--- src/pmtu_pkg.sv ---
// Package for the path MTU cache: payload structs, constants, controller/datapath interface.
// No dependencies.
`timescale 1ns / 1ps
package pmtu_pkg;

	localparam int ENTRIES_DEF = 16;
	localparam logic [31:0] PROBE_INTERVAL_RST = 32'd600000;
	localparam logic [16:0] MIN_LINK_MTU = 17'd1280;
	localparam logic [47:0] MAX_TIME = 48'hFFFF_FFFF_FFFF;

	localparam logic [2:0] KIND_ESTIMATE = 3'd0;
	localparam logic [2:0] KIND_BEGIN = 3'd1;
	localparam logic [2:0] KIND_CONFIRM = 3'd2;
	localparam logic [2:0] KIND_UPDATE = 3'd3;
	localparam logic [2:0] KIND_REMOVE = 3'd4;
	localparam logic [2:0] KIND_CLEAR = 3'd5;

	localparam logic [1:0] ST_INVALID = 2'd0;
	localparam logic [1:0] ST_UNCHANGED = 2'd1;
	localparam logic [1:0] ST_FULL = 2'd2;
	localparam logic [1:0] ST_DECREASED = 2'd3;

	typedef struct packed {
		logic [2:0] kind;
		logic [63:0] dest_hi;
		logic [63:0] dest_lo;
		logic [31:0] iface;
		logic [16:0] hop_mtu;
		logic [16:0] packet_size;
		logic [16:0] ptb_mtu;
		logic [47:0] timestamp;
	} pmtu_in_t;

	typedef struct packed {
		logic [16:0] mtu_out;
		logic [1:0] update_status;
		logic confirmed;
		logic [4:0] entry_count;
	} pmtu_out_t;

	// Controller to datapath
	typedef struct packed {
		logic load;     // capture the input transaction
		logic scan_rst; // restart slot pointer
		logic scan;     // examine the current slot and advance
		logic finish;   // apply the decision and form the result
		logic retime;   // register the retry time sum
	} pmtu_cmd_t;

	// Datapath to controller
	typedef struct packed {
		logic scan_last;
	} pmtu_sts_t;

endpackage

--- src/pmtu_ctrl.sv ---
// Controller for the path MTU cache: sequences load, slot scan, write-back and result.
// Depends on pmtu_pkg.
`timescale 1ns / 1ps
module pmtu_ctrl import pmtu_pkg::*; (
	input  logic clk,
	input  logic arst_n,
	input  logic in_valid,
	output logic in_stall,
	output logic out_valid,
	input  logic out_stall,
	input  pmtu_sts_t sts,
	output pmtu_cmd_t cmd
);

	localparam logic [2:0] S_IDLE = 3'd0;
	localparam logic [2:0] S_SCAN = 3'd1;
	localparam logic [2:0] S_TIME = 3'd2;
	localparam logic [2:0] S_DONE = 3'd3;
	localparam logic [2:0] S_OUT = 3'd4;

	logic [2:0] state_q;

	assign in_stall = (state_q != S_IDLE);
	assign out_valid = (state_q == S_OUT);

	// Decode commands from state
	always_comb begin
		cmd = '0;
		cmd.load = (state_q == S_IDLE) && in_valid;
		cmd.scan_rst = cmd.load;
		cmd.scan = (state_q == S_SCAN);
		cmd.retime = (state_q == S_TIME);
		cmd.finish = (state_q == S_DONE);
	end

	// Advance the sequence
	always_ff @(posedge clk or negedge arst_n) begin
		if (!arst_n) begin
			state_q <= S_IDLE;
		end else begin
			case (state_q)
				S_IDLE: if (in_valid) state_q <= S_SCAN;
				S_SCAN: if (sts.scan_last) state_q <= S_TIME;
				S_TIME: state_q <= S_DONE;
				S_DONE: state_q <= S_OUT;
				S_OUT: if (!out_stall) state_q <= S_IDLE;
				default: state_q <= S_IDLE;
			endcase
		end
	end

endmodule

--- config.mk ---
export PLATFORM = sky130hd
export DESIGN_NAME = pmtu_ctrl
export DESIGN_NICKNAME = d
export VERILOG_FILES = /design/src/pmtu_pkg.sv /design/src/pmtu_ctrl.sv
export SDC_FILE = /design/constraint.sdc
export NUM_CORES = 1
export LEC_CHECK = 0
export BUFFER_PORTS_ARGS = -buffer_cell sky130_fd_sc_hd__buf_2
export CELL_PAD_IN_SITES_DETAIL_PLACEMENT = 1
export CELL_PAD_IN_SITES_GLOBAL_PLACEMENT = 2
export CORE_AREA = 8 8 45 47
export DETAILED_ROUTE_END_ITERATION = 10
export DIE_AREA = 0 0 53 55
export PLACE_DENSITY_LB_ADDON = 0.1
export SLEW_MARGIN = 20
export SYNTH_ARGS = -nofsm -noshare
export SYNTH_HDL_FRONTEND = slang
export SYNTH_SLANG_ARGS = --single-unit
--- constraint.sdc ---
create_clock -name clk -period 2.7 [get_ports clk]
set_input_delay 0.54 -clock clk [delete_from_list [all_inputs] [get_ports clk]]
set_output_delay 0.54 -clock clk [all_outputs]
set_load 0.01 [all_outputs]
==> impl_metrics.yaml, run 1 <==
global_route:
  grt_pass1_wl_um: 917
  grt_util_all_layers: 0.0454
  overflow: 0
  first_global_vias: 224
  grt_max_degree: 9
  antenna_found_initial: 0
final_layout:
  largest_register_ffs: 3
  nets: 37
  multi_input_area_um2: 86.3
  syn2layout_area_growth_pct: 54.3
  final_util: 0.193
  fillCellCount: 172
  n_antenna_cell: 0
  regArea_um2: 75.1
  top_regs: "state_q x3"
  top_register: "state_q"
  drive_above_1_share: 0.452
  layoutNonFillerInstCount: 47
power:
  leakage_uw: 0.000150
  p_total_uw: 315
  p_switching_uw: 123
  ir_drop_mv: 0.219
  p_int_uw: 192
  power_frac_seq: 0.316
  pwr-share-comb: 0.435
  p_per_area_nw_per_um2: 1180
  clockPowerShare: 0.248
  switching_share: 0.391
sta:
  period_needed_ps: 1870
  fmax_mhz: 535
  maxSlewHeadroom: 0.855
  worst_pin_slew_ps: 215
  rsz0062_at_grt: "false"
  drv_slew: 0
  finalSetupViolations: 0
  fin_setup_tns_ps: 0
  finClkSkew_ps: 2.36
  hold_viol: 0
  period_share: 0.693
  finalWorstSetupSlack_ps: 830
worst_hold_path:
  hp-class: "in -> async"
yosys:
  yosys_warnings: 0
  synth_cells: 17
  ys_seq_area_frac: 0.435
  syn_area_per_cell_um2: 10.2
  syn-num-nets: 22
  synth_top_area_frac: 0.435
  ys_ff_latch: 3
  synth.distinct_cells: 13
  synth_area_leaders: "dfrtp_1 43%, nor3b_1 13%, nor4bb_1 5.8%"
  netlist_area_um2: 173
  yosysTopAreaCell: "dfrtp_1"
run_status:
  status: "completed"
place:
  placed_cells: 43
  port_buffers: 11
  place.gp.congestion: 0.628
  place_ws_ps: 1060
setup_path:
  required_ps: 2160
  r2r-start: "state_q[1]"
  regToRegSetupSlack_ps: 1660
  start_kind: "flip-flop"
  end_kind: "primary output"
  worstRegToRegCells: 2
  cp_max_fo: 8
  timing.rr.end: "state_q[0]"
  worstSetupPathType: "reg -> out"
  arrival_ps: 1330
clocking:
  cts_hold_buf: 0
  clock_latency_ps: 230
  clock_tree.root_cell: "clkbuf_4"
  ctsResizeCount: 0
  clkSinkCount: 3
  cts_buffer_depth: 2
  cts_buffers: 3
  htreeDepth: 1
  cts_tree: "yes"
  clk_pin_slew_ps: 40
  post_cts.repair.setup_buffers: 0
drt:
  antenna_left: 0
  routedWlPerCell_um: 11.6
  vias_per_cell: 3.81
  vias: 179
  drcViolationCount: 0
  routed_wl_um: 544
  drt_iter0_markers: 1
  dr.pass1.iters: 2
job:
  drv_cap: 0
floorplanning:
  start_util: 0.125
  io_pins: 12
  die_x_um: 53
  dieHeight_um: 55
  rows: 14
  dieArea_um2: 2920
  coreArea_um2: 1380
cell usage after synthesis:
master and n:
buf_4 1, a21oi_1 1, a21o_1 1, or2_1 1, nor3b_1 3, dfrtp_1 3, and3b_1 1, nor4bb_1 1
nor2_1 1, or3b_1 1, or3_1 1, inv_1 1, o21bai_1 1
power groups by stage:
stage / Clock [uW] / Sequential [uW] / Combinational [uW]
after global placement: 0 / 100 / 143
final: 78.2 / 99.6 / 137
after CTS: 82.4 / 101 / 143
after floorplan: 0 / 88.0 / 93.8
after detailed placement: 0 / 100 / 142
after global routing: 84.7 / 107 / 158
worst max-delay path: stages (launching register included):
cell and delay (ps):
dfrtp_1 440, or3_1 410, nor2_1 110, buf_2 140
per-layer routing:
metal | GRT usage | vias up | wire [um]
met2 | 0.0645 | 8 | 252
met3 | 0.0348 | 0 | 79
li1 | - | 88 | -
met4 | 0.0517 | 0 | 0
met1 | 0.0381 | 83 | 211
met5 | 0 | - | 0
cell families (layout without fill, tap and decap cells):
family | Yosys count | count (layout) | share of synthesized area
compound gates | 3 | 3 | 0.116
simple gates | 9 | 9 | 0.384
buf+inv | 2 | 16 | 0.0652
flops | 3 | 3 | 0.435
metrics by stage:
stage	cell area, um^2	hold WS [ps]
CTS	267	89.4
finish	267	95.4
global placement	240	336
global route	267	85.0
detailed placement	240	339
floorplan	173	244
worst max-delay path by stage:
stage	start	to	slack, ps	depth (start not counted)
3_5_place_dp	state_q[0]	cmd[3]	1060	3
6_report	state_q[0]	cmd[3]	830	3
4_1_cts	state_q[0]	cmd[3]	800	3
5_1_grt	state_q[0]	cmd[3]	740	3
2_1_floorplan	state_q[0]	cmd[4]	930	3
3_3_place_gp	state_q[0]	cmd[4]	1080	3
cells in the final DEF, fill, tap and decap left out:
master,n
clkbuf_1,1
nor4bb_1,1
o21bai_1,1
dfrtp_1,3
nor2_1,1
or2_1,1
inv_1,1
a21o_1,1
nor3b_1,3
buf_2,11
or3b_1,1
or3_1,1
a21oi_1,1
and3b_1,1
clkbuf_4,3
area by class of cell:
class	instances	share of cell area
repair buffers	11	0.207
inverters	1	0.0141
well taps	16	0.0751
clock buffers	4	0.0986
flip-flops and latches	3	0.282
multi-input cells	12	0.324
Power figures use the tool's default switching activity.
==> run 2, diff against run 1 <==
ABC_AREA = 1   (was not set)
clock period = 1.55 ns   (was 2.7 ns; I/O delays follow)
==> impl_metrics.yaml, run 2 <==
run_status:
  status: "completed"
setup_path:
  start_kind: "flip-flop"
  cp_max_fo: 4
  required_ps: 1240
  crit_path_cell_trace: "nor2_4 > buf_4 > inv_2 > nor2_1 > buf_2"
  crit_buf_inv: 3
  end_kind: "primary output"
  critPathTopFamily: "flip-flops"
  worstSetupPathType: "reg -> out"
  arrival_ps: 1150
  slowest_delay_ps: 430
  cp_slowest_cell: "dfrtp_2"
final_layout:
  final_util: 0.234
  top_regs: "state_q x3"
  final_common_cell: "buf_2"
  multi_input_area_um2: 93.8
  drive_above_1_share: 0.478
  regArea_um2: 77.6
  nets: 52
  n_antenna_cell: 0
  fillCellCount: 191
  top_register: "state_q"
  layoutNonFillerInstCount: 62
  largest_register_ffs: 3
  final_cell_mix: "11 x buf_2, 7 x inv_1, 4 x nand3_1, 4 x nor2_1"
  syn2layout_area_growth_pct: 57.9
yosys:
  syn_area_per_cell_um2: 6.84
  synth_top_area_frac: 0.366
  syn-num-nets: 35
  yosysMostFrequentCell: "inv_1"
  synthTopCellsByCount: "7 x inv_1, 4 x nand3_1, 4 x nor2_1, 3 x dfrtp_1, 3 x nand2_1"
  synth.distinct_cells: 12
  netlist_area_um2: 205
  synth_cells: 30
  yosys_warnings: 0
  yosysTopAreaCell: "dfrtp_1"
  ys_ff_latch: 3
  synth_area_leaders: "dfrtp_1 37%, inv_1 13%, nand3_1 9.8%"
  async_flop_share: 1.00
  synthFlopType: "dfrtp_1"
  ys_seq_area_frac: 0.366
  synth_edf_count: 0
sta:
  rsz0062_at_grt: "false"
  fmax_mhz: 687
  holdWs_ps: 402
  finalSetupViolations: 0
  fin_setup_tns_ps: 0
  period_share: 0.939
  maxSlewHeadroom: 0.890
  period_needed_ps: 1460
  hold_viol: 0
  worst_pin_slew_ps: 163
  finClkSkew_ps: 2.06
  drv_slew: 0
clocking:
  cts_buffers: 3
  cts_buffer_depth: 2
  cts_tree: "yes"
  clkSinkCount: 3
  clk_pin_slew_ps: 40
  clock_latency_ps: 230
  clock_tree.root_cell: "clkbuf_4"
  htreeDepth: 1
power:
  leakage_uw: 0.000191
  ir_drop_mv: 0.526
  p_per_area_nw_per_um2: 2180
global_route:
  overflow: 0
  antenna_found_initial: 0
  grt_pass1_wl_um: 1030
  gr-usage-met2: 0.0840
  use_met1: 0.0426
  top_usage_layer: "met2"
  met3_usage: 0.0348
  grt_util_all_layers: 0.0475
  first_global_vias: 268
  grt_max_degree: 8
place:
  placed_cells: 56
  place.detailed.hpwl_um: 545
  port_buffers: 11
  place.gp.congestion: 0.683
drt:
  drt_iter0_markers: 0
  drcViolationCount: 0
  vias_per_cell: 4.10
  routed_wl_um: 610
  routedWlPerCell_um: 9.84
  vias: 254
  antenna_left: 0
  dr.pass1.iters: 1
floorplanning:
  rows: 14
  start_util: 0.148
  dieArea_um2: 2920
  coreArea_um2: 1380
  io_pins: 12
  die_x_um: 53
  dieHeight_um: 55
worst_hold_path:
  hp-class: "in -> reg"
job:
  drv_cap: 0
run 2: cell count changes after synthesis, sizes merged, moves of 2 or more:
cell	previous run	this run
inv	1	9
nand2	0	3
nand3	0	4
nand4	0	2
nor2	1	5
nor3	0	2
nor3b	3	0
run 2: timing repair:
action,CTS,global route
hold buffers,1,0
endpoints found under the hold margin,3,0
buffers inserted,0,1
resized for setup,1,2
pin swaps,0,2
cloned,0,0
endpoints found under the setup margin,2,2
run 2: cell families (layout without fill, tap and decap cells):
kind of cell | Yosys count | count (layout) | share of synthesized area
buffers and inverters | 10 | 26 | 0.201
AOI/OAI and AO/OA | 1 | 1 | 0.0427
and+or+nand+nor | 16 | 16 | 0.390
DFF | 3 | 3 | 0.366
run 2: worst paths after layout:
kind	endpoint	start	cells after the start	slack, ps
min in group asynchronous	state_q[2]	arst_n	2	410
hold / removal	state_q[2]	out_stall	3	400
setup reg to reg	state_q[0]	state_q[2]	5	510
setup / recovery	cmd[0]	state_q[2]	5	90
hold reg to reg	state_q[2]	state_q[2]	3	590
max in group asynchronous	state_q[0]	arst_n	2	1020
run 2: per-layer routing:
| metal | wire length, um | up-vias |
|---|---|---|
| li1 | - | 124 |
| met3 | 54 | 0 |
| met4 | 0 | 0 |
| met2 | 319 | 8 |
| met5 | 0 | - |
| met1 | 236 | 122 |
run 2: per-stage QoR:
step	area, um^2	setup slack [ps]	total power [uW]
floorplan	205	142	417
global placement	273	278	539
detailed placement	273	256	542
CTS	314	34.6	702
global route	324	12.8	788
finish	324	94.1	706
run 2: area by class of cell:
type,instances,share of cell area
clock buffer,4,0.0811
tap,16,0.0618
sequential,3,0.239
timing repair buffer,13,0.224
inverter,9,0.104
multi-input combinational,17,0.290
run 2: worst register-to-register path: cells and delay by family (launching register included):
family | cells | cell delay [ps]
buffers and inverters | 1 | 120
AND/OR/NAND/NOR | 4 | 370
flip-flops | 1 | 430
run 2: power by group:
part / total (uW) / switching [uW] / internal, uW
Clock: 134 / 37.6 / 96.3
Sequential: 176 / 55.9 / 120
Combinational: 397 / 230 / 167
